`src/rtl/dwo_pkg.sv`:
```
package dwo_pkg;

    localparam int CNT_IN_W   = 16;
    localparam int POS_W      = 32;
    localparam int DIST_W     = 31;
    localparam int CIRC_W     = 10;
    localparam int CPR_W      = 16;
    localparam int C10_W      = 14;
    localparam int CFG_IDX_W  = 2;
    localparam int CFG_DATA_W = 16;
    localparam int LOOP_W     = $clog2(DIST_W + 1);
    localparam int STEP_W     = 4;
    localparam int UC_DEPTH   = 1 << STEP_W;

    localparam logic [CIRC_W-1:0] CIRC_RESET = CIRC_W'(204);
    localparam logic [CPR_W-1:0]  CPR_RESET  = CPR_W'(1040);

    localparam logic [CFG_IDX_W-1:0] REG_CIRC = CFG_IDX_W'(0);
    localparam logic [CFG_IDX_W-1:0] REG_CPR  = CFG_IDX_W'(1);

    typedef struct packed {
        logic                req_type;
        logic [CNT_IN_W-1:0] left_count;
        logic [CNT_IN_W-1:0] right_count;
    } t_in_word;

    typedef struct packed {
        logic signed [POS_W-1:0] left_position;
        logic signed [POS_W-1:0] right_position;
        logic [DIST_W-1:0]       distance_tenth_mm;
    } t_out_word;

    typedef enum logic [3:0] {
        OP_NONE,
        OP_ACCEPT,
        OP_STEP,
        OP_CLEAR,
        OP_SUM,
        OP_MUL,
        OP_ADD,
        OP_DIVINIT,
        OP_DIVSTEP,
        OP_OUTPUT
    } t_op;

    typedef enum logic [2:0] {
        C_NEVER,
        C_ALWAYS,
        C_NO_INPUT,
        C_CLEAR,
        C_SAT,
        C_LOOP,
        C_OUT_BUSY
    } t_cond;

    typedef logic [STEP_W-1:0] t_step;

    localparam t_step S_WAIT     = STEP_W'(0);
    localparam t_step S_DISPATCH = STEP_W'(1);
    localparam t_step S_STEP     = STEP_W'(2);
    localparam t_step S_CLEAR    = STEP_W'(3);
    localparam t_step S_SUM      = STEP_W'(4);
    localparam t_step S_MUL      = STEP_W'(5);
    localparam t_step S_ADD      = STEP_W'(6);
    localparam t_step S_DIVINIT  = STEP_W'(7);
    localparam t_step S_DIVSTEP  = STEP_W'(8);
    localparam t_step S_OUTPUT   = STEP_W'(9);
    localparam t_step S_RETURN   = STEP_W'(10);

    // One control word per step: datapath operation, jump condition, loop
    // counter load and jump target. A false condition falls through.
    typedef struct packed {
        t_op   op;
        t_cond cond;
        logic  ld_loop;
        t_step target;
    } t_uword;

    typedef struct packed {
        logic in_valid;
        logic out_busy;
        logic clear;
        logic sat;
    } t_seq_status;

    typedef struct packed {
        logic clear;
        logic sat;
    } t_dp_status;

    localparam t_uword UCODE [0:UC_DEPTH-1] = '{
        '{OP_ACCEPT,  C_NO_INPUT, 1'b0, S_WAIT},
        '{OP_NONE,    C_CLEAR,    1'b0, S_CLEAR},
        '{OP_STEP,    C_ALWAYS,   1'b0, S_SUM},
        '{OP_CLEAR,   C_NEVER,    1'b0, S_SUM},
        '{OP_SUM,     C_NEVER,    1'b0, S_MUL},
        '{OP_MUL,     C_NEVER,    1'b0, S_ADD},
        '{OP_ADD,     C_NEVER,    1'b0, S_DIVINIT},
        '{OP_DIVINIT, C_SAT,      1'b1, S_OUTPUT},
        '{OP_DIVSTEP, C_LOOP,     1'b0, S_DIVSTEP},
        '{OP_OUTPUT,  C_OUT_BUSY, 1'b0, S_OUTPUT},
        '{OP_NONE,    C_ALWAYS,   1'b0, S_WAIT},
        '{OP_NONE,    C_ALWAYS,   1'b0, S_WAIT},
        '{OP_NONE,    C_ALWAYS,   1'b0, S_WAIT},
        '{OP_NONE,    C_ALWAYS,   1'b0, S_WAIT},
        '{OP_NONE,    C_ALWAYS,   1'b0, S_WAIT},
        '{OP_NONE,    C_ALWAYS,   1'b0, S_WAIT}
    };

endpackage

```
`src/rtl/dual_wheel_odometry_accumulator_core.sv`:
```
// Dual-wheel odometry accumulator. Each input word either samples the two
// wrapping encoder counters or clears all positions and travel totals; every
// word returns one result word with both signed positions and the rounded
// mean travelled distance in tenths of a millimetre, saturating at 2^31-1.
// Words are handled one at a time by a small microprogram: a normal word
// passes through the bit-serial restoring divider, and the input is ready
// again only after the result is loaded into the output register. A
// saturating distance skips the divider. A result still waiting on the
// output holds the sequencer at its output step. Configuration writes are
// always accepted.
module dual_wheel_odometry_accumulator_core
    import dwo_pkg::*;
#(
    parameter int COUNTER_BITS = 16,
    parameter int TOTAL_BITS   = 32
) (
    input  logic                  i_clk,
    input  logic                  i_rst_n,
    input  logic                  i_in_valid,
    output logic                  o_in_ready,
    input  t_in_word              i_in_word,
    output logic                  o_out_valid,
    input  logic                  i_out_ready,
    output t_out_word             o_out_word,
    input  logic                  i_cfg_valid,
    output logic                  o_cfg_ready,
    input  logic [CFG_IDX_W-1:0]  i_cfg_index,
    input  logic [CFG_DATA_W-1:0] i_cfg_data
);

    logic [CIRC_W-1:0] r_circ;
    logic [CPR_W-1:0]  r_cpr;
    logic              r_out_valid;
    t_out_word         r_out_word;

    t_uword      uword;
    t_seq_status seq_stat;
    t_dp_status  dp_stat;
    t_out_word   result;
    logic        in_fire;
    logic        out_busy;
    logic        out_load;

    assign o_cfg_ready = 1'b1;
    assign o_in_ready  = (uword.op == OP_ACCEPT);
    assign in_fire     = i_in_valid && o_in_ready;
    assign out_busy    = r_out_valid && !i_out_ready;
    assign out_load    = (uword.op == OP_OUTPUT) && !out_busy;
    assign o_out_valid = r_out_valid;
    assign o_out_word  = r_out_word;

    assign seq_stat.in_valid = i_in_valid;
    assign seq_stat.out_busy = out_busy;
    assign seq_stat.clear    = dp_stat.clear;
    assign seq_stat.sat      = dp_stat.sat;

    dwo_seq u_seq (
        .i_clk   (i_clk),
        .i_rst_n (i_rst_n),
        .i_stat  (seq_stat),
        .o_uword (uword)
    );

    dwo_dp #(
        .COUNTER_BITS (COUNTER_BITS),
        .TOTAL_BITS   (TOTAL_BITS)
    ) u_dp (
        .i_clk     (i_clk),
        .i_rst_n   (i_rst_n),
        .i_op      (uword.op),
        .i_in_fire (in_fire),
        .i_in_word (i_in_word),
        .i_circ    (r_circ),
        .i_cpr     (r_cpr),
        .o_stat    (dp_stat),
        .o_result  (result)
    );

    always_ff @(posedge i_clk) begin
        if (!i_rst_n) begin
            r_circ <= CIRC_RESET;
            r_cpr  <= CPR_RESET;
        end else if (i_cfg_valid) begin
            case (i_cfg_index)
                REG_CIRC: r_circ <= i_cfg_data[CIRC_W-1:0];
                REG_CPR:  r_cpr  <= i_cfg_data[CPR_W-1:0];
                default: begin
                end
            endcase
        end
    end

    always_ff @(posedge i_clk) begin
        if (!i_rst_n) begin
            r_out_valid <= 1'b0;
        end else if (out_load) begin
            r_out_valid <= 1'b1;
        end else if (i_out_ready) begin
            r_out_valid <= 1'b0;
        end
    end

    always_ff @(posedge i_clk) begin
        if (out_load) begin
            r_out_word <= result;
        end
    end

    // Once a word is taken the sequencer must leave its accept step.
    a_accept_leaves_wait : assert property (
        @(posedge i_clk) disable iff (!i_rst_n)
        in_fire |=> !o_in_ready
    ) else $error("input still ready right after a word was accepted");

    // A new result only appears from the output step.
    a_result_from_output_step : assert property (
        @(posedge i_clk) disable iff (!i_rst_n)
        $rose(o_out_valid) |-> $past(uword.op == OP_OUTPUT)
    ) else $error("result word raised outside the output step");

    // A blocked output holds the sequencer at its output step.
    a_output_step_holds : assert property (
        @(posedge i_clk) disable iff (!i_rst_n)
        ((uword.op == OP_OUTPUT) && out_busy) |=> (uword.op == OP_OUTPUT)
    ) else $error("sequencer left the output step with the result not delivered");

endmodule

```
`src/rtl/dwo_seq.sv`:
```
module dwo_seq
    import dwo_pkg::*;
(
    input  logic        i_clk,
    input  logic        i_rst_n,
    input  t_seq_status i_stat,
    output t_uword      o_uword
);

    t_step             r_step;
    t_step             n_step;
    logic [LOOP_W-1:0] r_loop;
    t_uword            uword;
    logic              jump;

    assign uword   = UCODE[r_step];
    assign o_uword = uword;

    always_comb begin
        case (uword.cond)
            C_NEVER:    jump = 1'b0;
            C_ALWAYS:   jump = 1'b1;
            C_NO_INPUT: jump = !i_stat.in_valid;
            C_CLEAR:    jump = i_stat.clear;
            C_SAT:      jump = i_stat.sat;
            C_LOOP:     jump = (r_loop != LOOP_W'(1));
            C_OUT_BUSY: jump = i_stat.out_busy;
            default:    jump = 1'b1;
        endcase
        n_step = jump ? uword.target : r_step + STEP_W'(1);
    end

    always_ff @(posedge i_clk) begin
        if (!i_rst_n) begin
            r_step <= S_WAIT;
            r_loop <= '0;
        end else begin
            r_step <= n_step;
            if (uword.ld_loop) begin
                r_loop <= LOOP_W'(DIST_W);
            end else if (uword.cond == C_LOOP) begin
                r_loop <= r_loop - LOOP_W'(1);
            end
        end
    end

endmodule

```
`src/rtl/dwo_dp.sv`:
```
module dwo_dp
    import dwo_pkg::*;
#(
    parameter int COUNTER_BITS = 16,
    parameter int TOTAL_BITS   = 32
) (
    input  logic              i_clk,
    input  logic              i_rst_n,
    input  t_op               i_op,
    input  logic              i_in_fire,
    input  t_in_word          i_in_word,
    input  logic [CIRC_W-1:0] i_circ,
    input  logic [CPR_W-1:0]  i_cpr,
    output t_dp_status        o_stat,
    output t_out_word         o_result
);

    localparam int CB      = COUNTER_BITS;
    localparam int TB      = TOTAL_BITS;
    localparam int PROD_W  = TB + C10_W;
    // The divider needs at least a divisor's width above the quotient bits.
    localparam int NUM_MIN = DIST_W + CPR_W;
    localparam int NUM_W   = (TB + C10_W + 1 > NUM_MIN) ? TB + C10_W + 1 : NUM_MIN;
    localparam int HI_W    = NUM_W - DIST_W;

    // Architectural state
    logic [CB-1:0] r_lprev, r_rprev;
    logic [TB-1:0] r_lpos, r_rpos;
    logic [TB-1:0] r_ltrav, r_rtrav;

    // Working registers
    t_in_word          r_in;
    logic [TB-1:0]     r_avg;
    logic [C10_W-1:0]  r_c10;
    logic [PROD_W-1:0] r_prod;
    logic [NUM_W-1:0]  r_num;
    logic [CPR_W-1:0]  r_rem;
    logic [DIST_W-1:0] r_quo;

    logic [CB-1:0]        lt_now, rt_now;
    logic [CB-1:0]        lt_diff, rt_diff;
    logic signed [CB-1:0] lt_sdiff, rt_sdiff;
    logic [CB-1:0]        lt_mag, rt_mag;
    logic [TB:0]          travel_sum;
    logic [CPR_W-1:0]     div;
    logic [HI_W-1:0]      num_hi;
    logic                 sat;
    logic [CPR_W:0]       trial;
    logic [CPR_W:0]       trial_sub;
    logic                 trial_ge;

    assign lt_now   = CB'(r_in.left_count);
    assign rt_now   = CB'(r_in.right_count);
    assign lt_diff  = lt_now - r_lprev;
    assign rt_diff  = rt_now - r_rprev;
    assign lt_sdiff = signed'(lt_diff);
    assign rt_sdiff = signed'(rt_diff);
    // The most negative step keeps its full magnitude in CB unsigned bits.
    assign lt_mag   = lt_diff[CB-1] ? (~lt_diff + CB'(1)) : lt_diff;
    assign rt_mag   = rt_diff[CB-1] ? (~rt_diff + CB'(1)) : rt_diff;

    assign travel_sum = {1'b0, r_ltrav} + {1'b0, r_rtrav};
    assign div        = (i_cpr == '0) ? CPR_W'(1) : i_cpr;

    // The quotient fits in the distance field exactly when the part of the
    // numerator above the quotient bits is below the divisor.
    assign num_hi = HI_W'(r_num >> DIST_W);
    assign sat    = (num_hi >= HI_W'(div));

    assign trial     = {r_rem, r_quo[DIST_W-1]};
    assign trial_ge  = (trial >= {1'b0, div});
    assign trial_sub = trial - {1'b0, div};

    assign o_stat.clear = r_in.req_type;
    assign o_stat.sat   = sat;

    assign o_result.left_position     = signed'(POS_W'(r_lpos));
    assign o_result.right_position    = signed'(POS_W'(r_rpos));
    assign o_result.distance_tenth_mm = r_quo;

    always_ff @(posedge i_clk) begin
        if (!i_rst_n) begin
            r_lprev <= '0;
            r_rprev <= '0;
            r_lpos  <= '0;
            r_rpos  <= '0;
            r_ltrav <= '0;
            r_rtrav <= '0;
        end else begin
            case (i_op)
                OP_STEP: begin
                    r_lprev <= lt_now;
                    r_rprev <= rt_now;
                    r_lpos  <= r_lpos + TB'(lt_sdiff);
                    r_rpos  <= r_rpos + TB'(rt_sdiff);
                    r_ltrav <= r_ltrav + TB'(lt_mag);
                    r_rtrav <= r_rtrav + TB'(rt_mag);
                end
                OP_CLEAR: begin
                    r_lprev <= '0;
                    r_rprev <= '0;
                    r_lpos  <= '0;
                    r_rpos  <= '0;
                    r_ltrav <= '0;
                    r_rtrav <= '0;
                end
                default: begin
                end
            endcase
        end
    end

    always_ff @(posedge i_clk) begin
        case (i_op)
            OP_ACCEPT: begin
                if (i_in_fire) begin
                    r_in <= i_in_word;
                end
            end
            OP_SUM: begin
                r_avg <= travel_sum[TB:1];
                r_c10 <= C10_W'({i_circ, 3'b000}) + C10_W'({i_circ, 1'b0});
            end
            OP_MUL: begin
                r_prod <= PROD_W'(r_avg) * PROD_W'(r_c10);
            end
            OP_ADD: begin
                r_num <= NUM_W'(r_prod) + NUM_W'(div[CPR_W-1:1]);
            end
            OP_DIVINIT: begin
                if (sat) begin
                    r_quo <= '1;
                end else begin
                    r_rem <= num_hi[CPR_W-1:0];
                    r_quo <= r_num[DIST_W-1:0];
                end
            end
            OP_DIVSTEP: begin
                r_rem <= trial_ge ? trial_sub[CPR_W-1:0] : trial[CPR_W-1:0];
                r_quo <= {r_quo[DIST_W-2:0], trial_ge};
            end
            default: begin
            end
        endcase
    end

endmodule

```
`config.mk`:
```
export PLATFORM = sky130hd
export DESIGN_NAME = dual_wheel_odometry_accumulator_core
export DESIGN_NICKNAME = d
export VERILOG_FILES = /design/src/rtl/dwo_pkg.sv /design/src/rtl/dual_wheel_odometry_accumulator_core.sv /design/src/rtl/dwo_seq.sv /design/src/rtl/dwo_dp.sv
export SDC_FILE = /design/constraint.sdc
export NUM_CORES = 2
export LEC_CHECK = 0
export BUFFER_PORTS_ARGS = -buffer_cell sky130_fd_sc_hd__buf_4
export CAP_MARGIN = 0
export CELL_PAD_IN_SITES_DETAIL_PLACEMENT = 1
export CELL_PAD_IN_SITES_GLOBAL_PLACEMENT = 1
export CORE_MARGIN = 3
export CORE_UTILIZATION = 40
export DETAILED_ROUTE_END_ITERATION = 6
export PLACE_DENSITY_LB_ADDON = 0.05
export SLEW_MARGIN = 20
export SYNTH_ARGS = -nofsm -noshare
export SYNTH_HDL_FRONTEND = slang
export SYNTH_SLANG_ARGS = --single-unit
```
`constraint.sdc`:
```
create_clock -name i_clk -period 9.4 [get_ports i_clk]
set_input_delay 0.47 -clock i_clk [delete_from_list [all_inputs] [get_ports i_clk]]
set_output_delay 0.47 -clock i_clk [all_outputs]
set_load 0.02 [all_outputs]
```
==> impl_metrics.env <==
export IMPL_period_share=0.7949
export IMPL_ant_nets=0
export IMPL_ys_seq_area_frac=0.3253
export IMPL_wire_per_inst_um=20.38
export IMPL_grtUsageTotal=0.2210
export IMPL_min_to="r_circ[7]"
export IMPL_start_kind="flip-flop"
export IMPL_stdcell_area_mm2=0.04593
export IMPL_synthFlopType="edfxtp_1"
export IMPL_gp_congestion=0.8273
export IMPL_worstPathArrival_ps=7910
export IMPL_layout_nets=5055
export IMPL_drive_gt1_frac=0.07516
export IMPL_fmax_ghz=0.1338
export IMPL_drc=0
export IMPL_fin_tns_setup_ps=0
export IMPL_rrSetupSlack_ps=1930
export IMPL_fin_ws_ps=1928
export IMPL_clk_latency_ps=690
export IMPL_maxSlewHeadroom=0.2628
export IMPL_yosysWarnings=0
export IMPL_r2r_start="u_dp.r_c10[10]"
export IMPL_syn_inst=4204
export IMPL_dr_pass1_iters=5
export IMPL_reg2reg_to="u_dp.r_prod[45]"
export IMPL_via_count=30289
export IMPL_grt_pass1_wl_um=186600
export IMPL_slew_violations=0
export IMPL_hpwl_um=89020
export IMPL_vias_per_cell=5.293
export IMPL_hp_class="input pin to flip-flop"
export IMPL_cts_tree="done"
export IMPL_path_clk_slew_ps=60
export IMPL_layout_common_cells="nand2_1, inv_1, ha_1"
export IMPL_h_tree_depth=2
export IMPL_avgSynthCellArea_um2=9.722
export IMPL_area_growth_pct=12.39
export IMPL_r2r_cells=20
export IMPL_die_area_mm2=0.1060
export IMPL_hp_start="i_cfg_data[7]"
export IMPL_grt_start_max_net_pins=76
export IMPL_setup_violations_final=0
export IMPL_worst_ep_required_time_ps=9840
export IMPL_async_flop_share=0
export IMPL_start_util=0.4057
export IMPL_grt_pass1_vias=32961
export IMPL_path_max_fanout=17
export IMPL_hold_violations=0
export IMPL_numCtsBuffers=61
export IMPL_outcome="completed"
export IMPL_met2_wirelength_um=60590
export IMPL_ioPinCount=154
export IMPL_wl_met3_um=2956
export IMPL_core_mm2=0.1007
export IMPL_crit_path_end_kind="flip-flop"
export IMPL_dp_cells=5568
export IMPL_io_buffers=152
export IMPL_syn_area_mm2=0.04087
export IMPL_fill_cells=11429
export IMPL_root_buffer="clkbuf_16"
export IMPL_post_cts_resized=0
export IMPL_fp_dieW_um=325.6
export IMPL_final_common_cell="nand2_1"
export IMPL_synth_edf_count=312
export IMPL_maxUsedRoutingLayer="met4"
export IMPL_layoutNonFillerInstCount=5723
export IMPL_first_iter_violations=1324
export IMPL_cap_viol_max_count=0
export IMPL_rsz0062_at_grt="false"
export IMPL_dieHeight_um=325.6
export IMPL_antenna_found_initial=1
export IMPL_hold_depth=3
export IMPL_cts_sinks=508
export IMPL_synth_distinct_cells=80
export IMPL_ys_seq_elements=508
export IMPL_syn_nets=4947
export IMPL_skew_ps=76.29
export IMPL_wl_met1_um=50660
export IMPL_period_needed_ps=7472
export IMPL_placed_area_mm2=0.04336
export IMPL_num_rows=116
export IMPL_dpl_worst_slack_ps=1887
export IMPL_critPathKind="flip-flop to flip-flop"
export IMPL_worstMarginPinSlew_ps=1106
export IMPL_routed_wl_um=116600
export IMPL_grt_ovfl_total=0
export IMPL_cts_buffer_depth=3
[flip-flops by register name (all words and copies together), names as in the netlist, 5 cells and up]
signal,count
o_out_word,95
r_circ,10
r_cpr,16
u_dp.lt_now,16
u_dp.r_avg,32
u_dp.r_c10,13
u_dp.r_lpos,32
u_dp.r_lprev,16
u_dp.r_ltrav,32
u_dp.r_num,47
u_dp.r_prod,45
u_dp.r_quo,31
u_dp.r_rem,16
u_dp.r_rpos,32
u_dp.r_rprev,16
u_dp.r_rtrav,32
u_dp.rt_now,16
u_seq.r_loop,5
[synthesized netlist by cell type (21+ instances only)]
library cell / number / share of area
o211ai_1: 26 / 0.0048
xor2_1: 85 / 0.018
xnor2_1: 187 / 0.040
edfxtp_1: 312 / 0.23
fa_1: 340 / 0.17
a22o_1: 30 / 0.0064
a211oi_1: 23 / 0.0042
o21bai_1: 28 / 0.0051
a31oi_1: 21 / 0.0032
or3_1: 25 / 0.0038
o21a_1: 35 / 0.0064
nand4_1: 23 / 0.0035
nand2_1: 458 / 0.042
and2_1: 200 / 0.031
nand3b_1: 39 / 0.0072
dfxtp_1: 196 / 0.096
nor2_1: 279 / 0.026
a21o_1: 116 / 0.021
and3_1: 36 / 0.0055
nor2b_1: 36 / 0.0055
nor3_1: 54 / 0.0066
o21ai_0: 138 / 0.017
clkbuf_1: 172 / 0.016
a22oi_1: 41 / 0.0075
inv_1: 396 / 0.036
a21oi_1: 288 / 0.035
nand2b_1: 36 / 0.0055
nand3_1: 47 / 0.0058
ha_1: 347 / 0.11
[layout make-up]
cell class | count | area [µm²] | area share
inverter | 397 | 1493 | 0.03250
clock buffer | 76 | 1623 | 0.03533
multi-input combinational | 3118 | 25480 | 0.5546
antenna | 2 | 5.005 | 0.0001090
timing repair buffer | 226 | 1792 | 0.03901
clock inverter | 39 | 555.5 | 0.01209
tap | 1357 | 1698 | 0.03696
sequential | 508 | 13290 | 0.2894
[metrics by stage]
| step | util | hold WS [ps] |
|---|---|---|
| after floorplan | - | 424.0 |
| after global placement | 0.4305 | 433.8 |
| after detailed placement | 0.4305 | 436.0 |
| after CTS | 0.4559 | 15.25 |
| after global routing | 0.4560 | 25.73 |
| final | 0.4560 | 62.67 |
[logic make-up (layout without fill, tap and decap cells)]
family                     after synthesis  count (layout)  synth area share
DFF                                    508             508            0.3253
muxes                                   20              20          0.005051
adders and majority gates              687             687            0.2728
and+or+nand+nor                       1287            1287            0.1511
AOI/OAI and AO/OA                      850             850            0.1335
xor gates and xnor gates               273             273           0.05896
buffers and inverters                  578             738           0.05324
other                                    1               3        0.00009176
[repair_timing]
item,4_1_cts,5_1_grt
buffers inserted,0,0
endpoints found under the hold margin,38,0
hold buffers,38,0
[layer usage]
metal  global-route usage  vias to the layer above
met5                    0                        -
met4              0.04929                        0
met3              0.02276                      126
met2               0.4069                      353
met1               0.2783                    15269
li1                     -                    14541
[worst max-delay path by stage]
| stage | cells past startpoint | end | startpoint |
|---|---|---|---|
| finish | 20 | u_dp.r_prod[45] | u_dp.r_c10[10] |
| global route | 20 | u_dp.r_prod[45] | u_dp.r_c10[10] |
| CTS | 20 | u_dp.r_prod[45] | u_dp.r_c10[10] |
| detailed placement | 20 | u_dp.r_prod[45] | u_dp.r_c10[10] |
| global placement | 20 | u_dp.r_prod[45] | u_dp.r_c10[10] |
| floorplan | 4 | o_out_word[0] | u_seq.r_step[1] |
[critical path: stages (launching register included)]
cell and delay, ps:
edfxtp_1 910, buf_4 390, nand2_1 120, fa_1 560
inv_1 50, fa_1 490, fa_1 530, fa_1 520
fa_1 490, ha_1 310, ha_1 360, a21o_1 170
a21o_1 170, a21oi_1 130, o21ai_0 170, a311o_1 420
a211oi_1 560, o21ai_0 320, a221oi_1 360, o21bai_1 120
xnor2_1 130
Power is left out: the tool's default activity adds up to more than one toggle a clock period on the data nets, which glitch-free logic cannot reach.
